File: src/hdl/ltre_pkg.sv
`timescale 1ns / 1ps
// ----------------------------------------------------------------------------
// ltre_pkg: shared types and constants of the luma threshold run extractor
// Widths, register indexes and the record types passed between the chunk
// scanner and the top level.
// ----------------------------------------------------------------------------
package ltre_pkg;

    // geometry of one chunk
    localparam int LANES          = 8;
    localparam int LANE_BITS      = 3;
    localparam int LUMA_W         = 8;

    // widths of the stream fields
    localparam int COL_W          = 11;
    localparam int END_W          = 12;
    localparam int ROW_W          = 11;

    // configuration register widths and limits
    localparam int THR_W          = 8;
    localparam int WC_W           = 9;
    localparam int HR_W           = 12;
    localparam int CHUNK_W        = 8;
    localparam int MAX_WC         = 256;
    localparam int MAX_HR         = 2048;
    localparam int CFG_IDX_W      = 2;
    localparam int CFG_DATA_W     = 12;

    localparam logic [THR_W-1:0] THR_RESET = THR_W'(128);
    localparam logic [WC_W-1:0]  WC_RESET  = WC_W'(80);
    localparam logic [HR_W-1:0]  HR_RESET  = HR_W'(480);

    // configuration register indexes
    localparam logic [CFG_IDX_W-1:0] CFG_THRESHOLD    = 2'd0;
    localparam logic [CFG_IDX_W-1:0] CFG_WIDTH_CHUNKS = 2'd1;
    localparam logic [CFG_IDX_W-1:0] CFG_HEIGHT_ROWS  = 2'd2;

    // results per chunk: four runs closed inside, one more closed at row end
    localparam int MAX_RES        = 5;
    localparam int RES_CNT_W      = 3;

    // stream packing
    localparam int IN_DATA_W      = LANES * LUMA_W;
    localparam int OUT_DATA_W     = 40;
    localparam int OUT_USER_W     = 3;

    // one result held for the output
    typedef struct packed {
        logic             has_run;
        logic [COL_W-1:0] run_start;
        logic [END_W-1:0] run_end;
    } t_run_entry;

    // per-row tracking state carried from chunk to chunk
    typedef struct packed {
        logic               in_run;
        logic [COL_W-1:0]   open_start;
        logic [CHUNK_W-1:0] chunk_col;
        logic [ROW_W-1:0]   row_cnt;
    } t_scan_state;

    // row and frame status of one scanned chunk
    typedef struct packed {
        logic                 row_end;
        logic                 frame_end;
        logic [RES_CNT_W-1:0] count;
    } t_scan_status;

endpackage

File: src/hdl/ltre_chunk_scan.sv
`timescale 1ns / 1ps
// ----------------------------------------------------------------------------
// ltre_chunk_scan: threshold and run extraction for one chunk
// Marks each lane above the threshold, walks the lanes left to right and
// lists the runs that close, plus the run or marker at row end.
// ----------------------------------------------------------------------------
module ltre_chunk_scan (
    input  logic [ltre_pkg::IN_DATA_W-1:0]  i_luma,
    input  logic [ltre_pkg::THR_W-1:0]      i_threshold,
    input  logic [ltre_pkg::WC_W-1:0]       i_width_chunks,
    input  logic [ltre_pkg::HR_W-1:0]       i_height_rows,
    input  ltre_pkg::t_scan_state           i_state,
    output ltre_pkg::t_scan_state           o_state,
    output ltre_pkg::t_scan_status          o_status,
    output ltre_pkg::t_run_entry            o_ent [ltre_pkg::MAX_RES]
);

    logic [ltre_pkg::WC_W-1:0]  wc_eff;
    logic [ltre_pkg::HR_W-1:0]  hr_eff;
    logic [ltre_pkg::LANES-1:0] marked;
    logic [ltre_pkg::COL_W-1:0] base;
    logic                       row_end;
    logic                       frame_end;

    // saturate width and height to their legal ranges
    always_comb begin
        wc_eff = i_width_chunks;
        if (i_width_chunks == '0) begin
            wc_eff = ltre_pkg::WC_W'(1);
        end else if (i_width_chunks > ltre_pkg::WC_W'(ltre_pkg::MAX_WC)) begin
            wc_eff = ltre_pkg::WC_W'(ltre_pkg::MAX_WC);
        end
        hr_eff = i_height_rows;
        if (i_height_rows == '0) begin
            hr_eff = ltre_pkg::HR_W'(1);
        end else if (i_height_rows > ltre_pkg::HR_W'(ltre_pkg::MAX_HR)) begin
            hr_eff = ltre_pkg::HR_W'(ltre_pkg::MAX_HR);
        end
    end

    // per-lane threshold compare
    always_comb begin
        for (int i = 0; i < ltre_pkg::LANES; i++) begin
            marked[i] = i_luma[i*ltre_pkg::LUMA_W +: ltre_pkg::LUMA_W] > i_threshold;
        end
    end

    assign base      = ltre_pkg::COL_W'(i_state.chunk_col) << ltre_pkg::LANE_BITS;
    assign row_end   = (ltre_pkg::WC_W'(i_state.chunk_col) + ltre_pkg::WC_W'(1)) >= wc_eff;
    assign frame_end = (ltre_pkg::HR_W'(i_state.row_cnt) + ltre_pkg::HR_W'(1)) >= hr_eff;

    // lane walk: collect closed runs, then close or mark at row end
    always_comb begin
        logic                           cur_in;
        logic [ltre_pkg::COL_W-1:0]     cur_start;
        logic [ltre_pkg::RES_CNT_W-1:0] n;
        logic [ltre_pkg::COL_W-1:0]     here;

        cur_in    = i_state.in_run;
        cur_start = i_state.open_start;
        n         = '0;
        here      = '0;
        for (int k = 0; k < ltre_pkg::MAX_RES; k++) begin
            o_ent[k] = '0;
        end

        for (int i = 0; i < ltre_pkg::LANES; i++) begin
            here = base + ltre_pkg::COL_W'(i);
            if (marked[i] != cur_in) begin
                if (cur_in) begin
                    o_ent[n].has_run   = 1'b1;
                    o_ent[n].run_start = cur_start;
                    o_ent[n].run_end   = ltre_pkg::END_W'(here);
                    n = n + ltre_pkg::RES_CNT_W'(1);
                end else begin
                    cur_start = here;
                end
                cur_in = marked[i];
            end
        end

        if (row_end) begin
            if (cur_in) begin
                o_ent[n].has_run   = 1'b1;
                o_ent[n].run_start = cur_start;
                o_ent[n].run_end   = ltre_pkg::END_W'(wc_eff) << ltre_pkg::LANE_BITS;
                n = n + ltre_pkg::RES_CNT_W'(1);
            end
            // empty row end still reports one marker, already zeroed
            if (n == '0) begin
                n = ltre_pkg::RES_CNT_W'(1);
            end
        end

        o_status.row_end   = row_end;
        o_status.frame_end = row_end && frame_end;
        o_status.count     = n;

        // next tracking state
        if (row_end) begin
            o_state.in_run     = 1'b0;
            o_state.open_start = '0;
            o_state.chunk_col  = '0;
            o_state.row_cnt    = frame_end ? '0
                                 : i_state.row_cnt + ltre_pkg::ROW_W'(1);
        end else begin
            o_state.in_run     = cur_in;
            o_state.open_start = cur_start;
            o_state.chunk_col  = i_state.chunk_col + ltre_pkg::CHUNK_W'(1);
            o_state.row_cnt    = i_state.row_cnt;
        end
    end

endmodule

File: src/hdl/luma_threshold_run_extractor.sv
`timescale 1ns / 1ps
// ----------------------------------------------------------------------------
// luma_threshold_run_extractor: binary threshold run-length encoder
// Turns a raster luma stream into per-row runs of pixels above a threshold.
// ----------------------------------------------------------------------------
// Usage
//   s_axis carries one chunk of eight luma bytes per transaction, pixel 0 in
//   the lowest byte, rows in raster order. m_axis carries one result per
//   transaction: a run (start, exclusive end) or a row marker; tuser flags
//   has_run, row_done and frame_done, tlast ends the results of one chunk.
//   Every row gives at least one result; the last one carries row_done.
//   Configuration (threshold, width in chunks, height) is written through
//   the plain write port while the stream is idle.
// Timing
//   A chunk's results are registered and appear in the cycle after its
//   transaction. While m_axis is ready, a chunk that gives one result or none
//   does not hold s_axis; one that gives more (at most five) holds it, as the
//   output register bank sends one result per cycle while m_axis is ready.
//   The next chunk is taken in the cycle the last result of the previous one leaves.
// Reset and stall
//   Reset clears the row and column position, the open run and the output
//   bank's valid flag and counters, and restores the default registers.
//   While m_axis stalls, results hold and s_axis tready is low once one waits.
// ----------------------------------------------------------------------------
module luma_threshold_run_extractor (
    input  logic                                i_clk,
    input  logic                                i_rst_n,
    // input chunk: luma0 [7:0], luma1 .. luma7 [63:56]
    input  logic                                s_axis_tvalid,
    output logic                                s_axis_tready,
    input  logic [ltre_pkg::IN_DATA_W-1:0]      s_axis_tdata,
    // result: run_start [10:0], run_end [22:11], row_index [33:23], zero pad
    output logic                                m_axis_tvalid,
    input  logic                                m_axis_tready,
    output logic [ltre_pkg::OUT_DATA_W-1:0]     m_axis_tdata,
    // result flags: has_run [0], row_done [1], frame_done [2]
    output logic [ltre_pkg::OUT_USER_W-1:0]     m_axis_tuser,
    output logic                                m_axis_tlast,
    // configuration write port
    input  logic                                i_cfg_we,
    input  logic [ltre_pkg::CFG_IDX_W-1:0]      i_cfg_index,
    input  logic [ltre_pkg::CFG_DATA_W-1:0]     i_cfg_data
);

    logic [ltre_pkg::THR_W-1:0]     r_threshold;
    logic [ltre_pkg::WC_W-1:0]      r_width_chunks;
    logic [ltre_pkg::HR_W-1:0]      r_height_rows;

    ltre_pkg::t_scan_state          r_state;
    ltre_pkg::t_scan_state          n_state;
    ltre_pkg::t_scan_status         scan_status;
    ltre_pkg::t_run_entry           scan_ent [ltre_pkg::MAX_RES];

    ltre_pkg::t_run_entry           r_ent [ltre_pkg::MAX_RES];
    logic                           r_valid;
    logic [ltre_pkg::RES_CNT_W-1:0] r_cnt;
    logic [ltre_pkg::RES_CNT_W-1:0] r_idx;
    logic [ltre_pkg::ROW_W-1:0]     r_row;
    logic                           r_row_done;
    logic                           r_frame_done;

    logic                           in_take;
    logic                           out_take;
    logic                           last_ent;
    ltre_pkg::t_run_entry           cur_ent;

    // configuration registers
    always_ff @(posedge i_clk) begin
        if (!i_rst_n) begin
            r_threshold    <= ltre_pkg::THR_RESET;
            r_width_chunks <= ltre_pkg::WC_RESET;
            r_height_rows  <= ltre_pkg::HR_RESET;
        end else if (i_cfg_we) begin
            case (i_cfg_index)
                ltre_pkg::CFG_THRESHOLD:
                    r_threshold    <= i_cfg_data[ltre_pkg::THR_W-1:0];
                ltre_pkg::CFG_WIDTH_CHUNKS:
                    r_width_chunks <= i_cfg_data[ltre_pkg::WC_W-1:0];
                ltre_pkg::CFG_HEIGHT_ROWS:
                    r_height_rows  <= i_cfg_data[ltre_pkg::HR_W-1:0];
                default: ;
            endcase
        end
    end

    // chunk scanner
    ltre_chunk_scan u_scan (
        .i_luma         (s_axis_tdata),
        .i_threshold    (r_threshold),
        .i_width_chunks (r_width_chunks),
        .i_height_rows  (r_height_rows),
        .i_state        (r_state),
        .o_state        (n_state),
        .o_status       (scan_status),
        .o_ent          (scan_ent)
    );

    // handshake
    assign cur_ent       = r_ent[r_idx];
    assign last_ent      = (r_idx == r_cnt - ltre_pkg::RES_CNT_W'(1));
    assign out_take      = r_valid && m_axis_tready;
    assign s_axis_tready = !r_valid || (m_axis_tready && last_ent);
    assign in_take       = s_axis_tvalid && s_axis_tready;

    // row tracking state
    always_ff @(posedge i_clk) begin
        if (!i_rst_n) begin
            r_state <= '0;
        end else if (in_take) begin
            r_state <= n_state;
        end
    end

    // output bank control
    always_ff @(posedge i_clk) begin
        if (!i_rst_n) begin
            r_valid <= 1'b0;
            r_idx   <= '0;
            r_cnt   <= '0;
        end else if (in_take) begin
            r_valid <= (scan_status.count != '0);
            r_idx   <= '0;
            r_cnt   <= scan_status.count;
        end else if (out_take) begin
            if (last_ent) begin
                r_valid <= 1'b0;
            end
            r_idx <= r_idx + ltre_pkg::RES_CNT_W'(1);
        end
    end

    // output bank payload
    always_ff @(posedge i_clk) begin
        if (in_take) begin
            r_ent        <= scan_ent;
            r_row        <= r_state.row_cnt;
            r_row_done   <= scan_status.row_end;
            r_frame_done <= scan_status.frame_end;
        end
    end

    // result stream
    assign m_axis_tvalid = r_valid;
    assign m_axis_tlast  = last_ent;
    assign m_axis_tdata  = ltre_pkg::OUT_DATA_W'({r_row, cur_ent.run_end, cur_ent.run_start});
    assign m_axis_tuser  = {r_frame_done && last_ent, r_row_done && last_ent, cur_ent.has_run};

endmodule
File: config.mk
export PLATFORM = sky130hd
export DESIGN_NAME = luma_threshold_run_extractor
export DESIGN_NICKNAME = d
export VERILOG_FILES = /design/src/hdl/ltre_pkg.sv /design/src/hdl/ltre_chunk_scan.sv /design/src/hdl/luma_threshold_run_extractor.sv
export SDC_FILE = /design/constraint.sdc
export NUM_CORES = 1
export LEC_CHECK = 0
export BUFFER_PORTS_ARGS = -buffer_cell sky130_fd_sc_hd__buf_2
export CAP_MARGIN = 10
export CORE_MARGIN = 3
export CORE_UTILIZATION = 50
export DETAILED_ROUTE_END_ITERATION = 10
export GPL_ROUTABILITY_DRIVEN = 0
export PLACE_DENSITY_LB_ADDON = 0.12
export SYNTH_ARGS = -nofsm -noshare
export SYNTH_HDL_FRONTEND = slang
export SYNTH_HIERARCHICAL = 1
export SYNTH_SLANG_ARGS = --single-unit
File: constraint.sdc
create_clock -name i_clk -period 8.75 [get_ports i_clk]
set_input_delay 0.875 -clock i_clk [delete_from_list [all_inputs] [get_ports i_clk]]
set_output_delay 0.875 -clock i_clk [all_outputs]
set_load 0.02 [all_outputs]
-- Word-level counts from Yosys, hierarchy flattened
Cells that the tools add are included.
- add/subtract/negate cells: 21
- $lt $le $gt $ge: 29
- equal/unequal tests: 11
- multiplexer cells: 146
- bitwise logic cells: 10
- reductions and logical operators: 29
- operator list (kind ; number):
    120-bit bitwise mux ; 24
    120-bit 2-to-1 mux ; 16
    24-bit demux with 3-bit select ; 24
    24-bit 2-to-1 mux ; 12
    11-bit 2-to-1 mux ; 17
    23-bit 2-to-1 mux ; 8
    12-bit 2-to-1 mux ; 10
    24-bit binary-select mux with 3-bit select ; 1
    8-bit > comparator ; 8
    3-bit 2-to-1 mux ; 19
    11-bit by 3-bit adder with 11-bit output (second input constant) ; 4
    4-bit greater-or-equal comparator (second input constant) ; 9
    3-bit inverter with 4-bit output ; 9
    4-bit by 1-bit less-than comparator with 1-bit output (second input constant) ; 8
    31-bit 2-to-1 mux ; 1
    3-bit by 1-bit adder with 3-bit output (second input constant) ; 9
    11-bit by 1-bit adder with 11-bit output (second input constant) ; 2
    11-bit by 2-bit adder with 11-bit output (second input constant) ; 2
    9-bit 2-to-1 mux ; 2
    1-bit logical AND ; 14
    11-bit by 1-bit adder with 12-bit output (second input constant) ; 1
    12-bit greater-or-equal comparator ; 1
    12-bit > comparator (second input constant) ; 1
    12-bit logical NOT ; 1
    other kinds (20) ; 43
- register bits after elaboration: 200
- input port bits: 83
- output and inout port bits: 46
- word-level logic and storage cells: 274

-- Depth between registers and ports, before layout
- word-level depth: 48
- mapped depth: 39
- gate-level depth less buffers: 38

-- By module
Netlist, hierarchy kept.
- by module, submodules not included (module ; times used ; cells each ; area each (sq um) ; sequential area each (sq um)):
    ltre_chunk_scan ; 1 ; 1263 ; 8272.9 ; 0.0
    luma_threshold_run_extractor ; 1 ; 538 ; 7633.6 ; 5335.1

-- Worst setup path before layout
OpenSTA, ideal clock, no wires.
- path type: in2reg
- start point: input s_axis_tdata[7] (netlist name)
- end point: register r_ent[15] (netlist name) (data pin)
- data arrival time: 7.531 ns
- slack: 0.946 ns
- stages on the path: 31
- buffers on the path: 2
- path through: ha_1 -> nand4_1 -> o21ai_0 -> nand2_1 -> ha_1 -> nor2_1 -> nor2b_1 -> and3_1 -> clkbuf_1 -> a31oi_1 -> inv_1 -> ha_1 -> nor2_1 -> nor2_1 -> ha_1 -> nand2_1 -> o31ai_1 -> ha_1 -> nor2_1 -> nor2_1 -> ha_1 -> a21o_1 -> o21ai_4 -> inv_1 -> ha_1 -> nand2_1 -> xor3_1 -> or4_1 -> mux2i_4 -> clkbuf_1 -> a22oi_1
- RTL lines (what ; RTL line ; text):
    start, declared ; luma_threshold_run_extractor.sv:31 ; input logic [ltre_pkg::IN_DATA_W-1:0] s_axis_tdata,
    end signal, assigned ; luma_threshold_run_extractor.sv:135 ; r_ent <= scan_ent;
    end, declared ; luma_threshold_run_extractor.sv:54 ; ltre_pkg::t_run_entry r_ent [ltre_pkg::MAX_RES];

==> results.toml <==
[status]
status = "finished, final reports clean"

[critical_path]
r2r-end = "r_ent[15]$_DFFE_PP_"
reg2reg_from = "r_threshold[1]$_SDFFE_PN0P_"
crit_type = "flop to flop"
reg2reg_depth = 34
crit_top_cell = "ha_1"
end_kind = "flop"
cp-startpoint = "r_threshold[1]$_SDFFE_PN0P_"
cp_data_arrival_time_ns = 8.53
rrSetupSlack_ns = 0.50
crit_required_ns = 9.03
max_stage_delay_ns = 0.51
start_kind = "flop"
slowest_stage = "xor3_1"
path_max_fanout = 20

[route]
vias_per_cell = 6.53
ant_nets = 0
wirelength_mm = 51.4
routed-via-count = 14949
wl_per_cell_um = 22.5
drc = 0
drt-initial-drc-count = 2056
drt_pass1_iterations = 8

[die]
start_util = 0.513
num_io_pins = 129
die_area_mm2 = 0.0340
dieHeight_um = 184
core-area_mm2 = 0.0310
die_w_um = 184
fp-row-count = 64

[global_routing]
overflow = 0
grt_first_pass_wirelength_mm = 79.4
track_usage = 0.301
grt_max_degree = 78
antenna_found_initial = 0
grt_pass1_vias = 14227

[layout]
final_common_cell = "nand2_1"
final_cell_mix = "nand2_1 (264), nor2_1 (138), edfxtp_1 (133), a21oi_1 (127), buf_2 (122)"
nets = 2071
diodes = 0
syn_to_final_growth_pct = 9.45
drive_gt1_frac = 0.152
fill_cells = 2805

[synth]
synth.distinct_cells = 101
async_flop_share = 0
synth_ff_type = "edfxtp_1"
syn_avg_cell_area_um2 = 8.83
synth_xor_xnor_area_share = 0.0211
synthAdderAreaFrac = 0.0857
synthesis.area_mm2 = 0.0159
syn_inst = 1801
synth_top_area_frac = 0.251
yosys.area.top_type = "edfxtp_1"
synthMuxAreaShare = 0.0963
ys_seq_elements = 200
yosys.area_share.simple = 0.181
yosysSeqAreaShare = 0.335
synth-edff-count = 133
synth_warnings = 6
synth_top_family_by_area = "compound AO/OA/AOI/OAI gates"
synth.area.top_cells = "edfxtp_1 (25%), ha_1 (8.6%), dfxtp_1 (8.4%)"
synth_compound_area_frac = 0.223

[pwr]
ir_drop_mv = 0.187
p_leak_nw = 7.04
power.density_mw_per_mm2 = 234

[timing]
finalCritPeriodShare = 0.943
worstMarginPinSlew_ns = 1.26
finalHoldViolCount = 0
slew_headroom = 0.136
setup_violations = 0
fmax_mhz = 121
slew_violations = 0
rsz0062_at_grt = "no"
period_needed_ns = 8.25
fin_tns_setup_ns = 0
fin_worst_skew_ns = 0.0131
hold_slack_ns = 0.464

[hold_path]
hold_class = "flop to flop"
min_to = "r_height_rows[0]$_SDFFE_PN0P_"
hp-start = "r_height_rows[0]$_SDFFE_PN0P_"
holdPathStages = 2

[placement]
portBuffers = 122
place_hpwl_mm = 36.1

[cts]
cts_tree = "yes"
path_clk_slew_ns = 0.08
cts_resized = 0
clock_latency_ns = 0.46
cts_setup_buffers = 0
clk_path_buf_depth = 2
cts_root_buf = "clkbuf_16"
holdBufCountCts = 0
cts_sinks = 200
numCtsBuffers = 17
htree_levels = 4

[job]
cap_violations = 0
[area by class of cell]
cell class | instances | area, um2 | share of cell area
multi-input combinational | 1405 | 9710 | 0.557
tap | 396 | 495 | 0.0285
inverter | 85 | 329 | 0.0189
clock inverter | 13 | 109 | 0.00625
timing repair buffer | 170 | 971 | 0.0558
sequential | 200 | 5340 | 0.307
clock buffer | 19 | 464 | 0.0267
[routing by layer]
metal  vias up  share of wire  global-route usage
li1       6833              -                   -
met1      6962           0.41               0.411
met2       951           0.43               0.464
met3       203           0.11              0.0592
met4         0          0.048               0.138
met5         -              0                   0
[worst max-delay path, delay by kind of cell, from the launching register on]
family | cells | cell delay (ns)
AOI/OAI and AO/OA | 10 | 1.96
xor gates and xnor gates | 1 | 0.51
muxes | 1 | 0.45
adders and majority gates | 6 | 1.85
and+or+nand+nor | 9 | 1.77
DFF | 1 | 0.32
buffers and inverters | 7 | 1.18
[per-stage QoR]
step | instance area, um2 | instances | util | total power, W | setup slack, ns
2_1_floorplan | 15900 | 1806 | - | 0.00271 | 0.946
3_3_place_gp | 16800 | 2256 | 0.543 | 0.00321 | 0.580
3_5_place_dp | 16800 | 2256 | 0.543 | 0.00324 | 0.341
4_1_cts | 17400 | 2288 | 0.562 | 0.00402 | 0.637
5_1_grt | 17400 | 2288 | 0.562 | 0.00427 | 0.0989
6_report | 17400 | 2288 | 0.562 | 0.00407 | 0.498
[synth_stat cells, types with 12 or more instances]
library cell and n:
a211oi_1 27, a21o_1 21, a21oi_1 127, a221oi_1 17
a22o_1 34, a22oi_1 17, a31oi_1 17, and2_1 22
and3_1 14, buf_2 20, clkbuf_1 72, dfxtp_1 67
edfxtp_1 133, ha_1 109, inv_1 78, mux2i_1 90
mux4_2 24, nand2_1 264, nand2b_1 14, nand3_1 41
nand4_1 15, nor2_1 138, nor2b_1 23, nor3_1 30
o211ai_1 14, o21ai_0 107, o22ai_1 33, xnor2_1 15
xor2_1 12
[worst max path at each step]
stage / to / cells past startpoint
2_1_floorplan: r_ent[15]$_DFFE_PP_ / 31
3_3_place_gp: r_ent[20]$_DFFE_PP_ / 34
3_5_place_dp: r_ent[15]$_DFFE_PP_ / 34
4_1_cts: r_ent[15]$_DFFE_PP_ / 34
5_1_grt: r_ent[20]$_DFFE_PP_ / 34
6_report: r_ent[15]$_DFFE_PP_ / 34
[flip-flops by register name, summed over array words and instances (netlist names), 3 cells and up]
signal,count
r_cnt,3
r_state,31
r_ent,120
r_width_chunks,9
r_row,11
r_idx,3
r_threshold,8
r_height_rows,12
[cell families (layout without fill, tap and decap cells)]
kind of cell,count (synthesis),count (layout)
adders and majority gates,109,109
buffers and inverters,201,287
muxes,121,121
AOI/OAI and AO/OA,525,525
other,1,6
DFF,200,200
xor gates and xnor gates,31,31
and+or+nand+nor,613,613
[where the power goes]
part           switching, W  internal (W)  total (W)  leakage (nW)
sequential        0.0000747       0.00126    0.00133          1.87
combinational       0.00131      0.000646    0.00195          4.88
clock              0.000387      0.000396   0.000783         0.286
(Power assumes the default switching activity.)
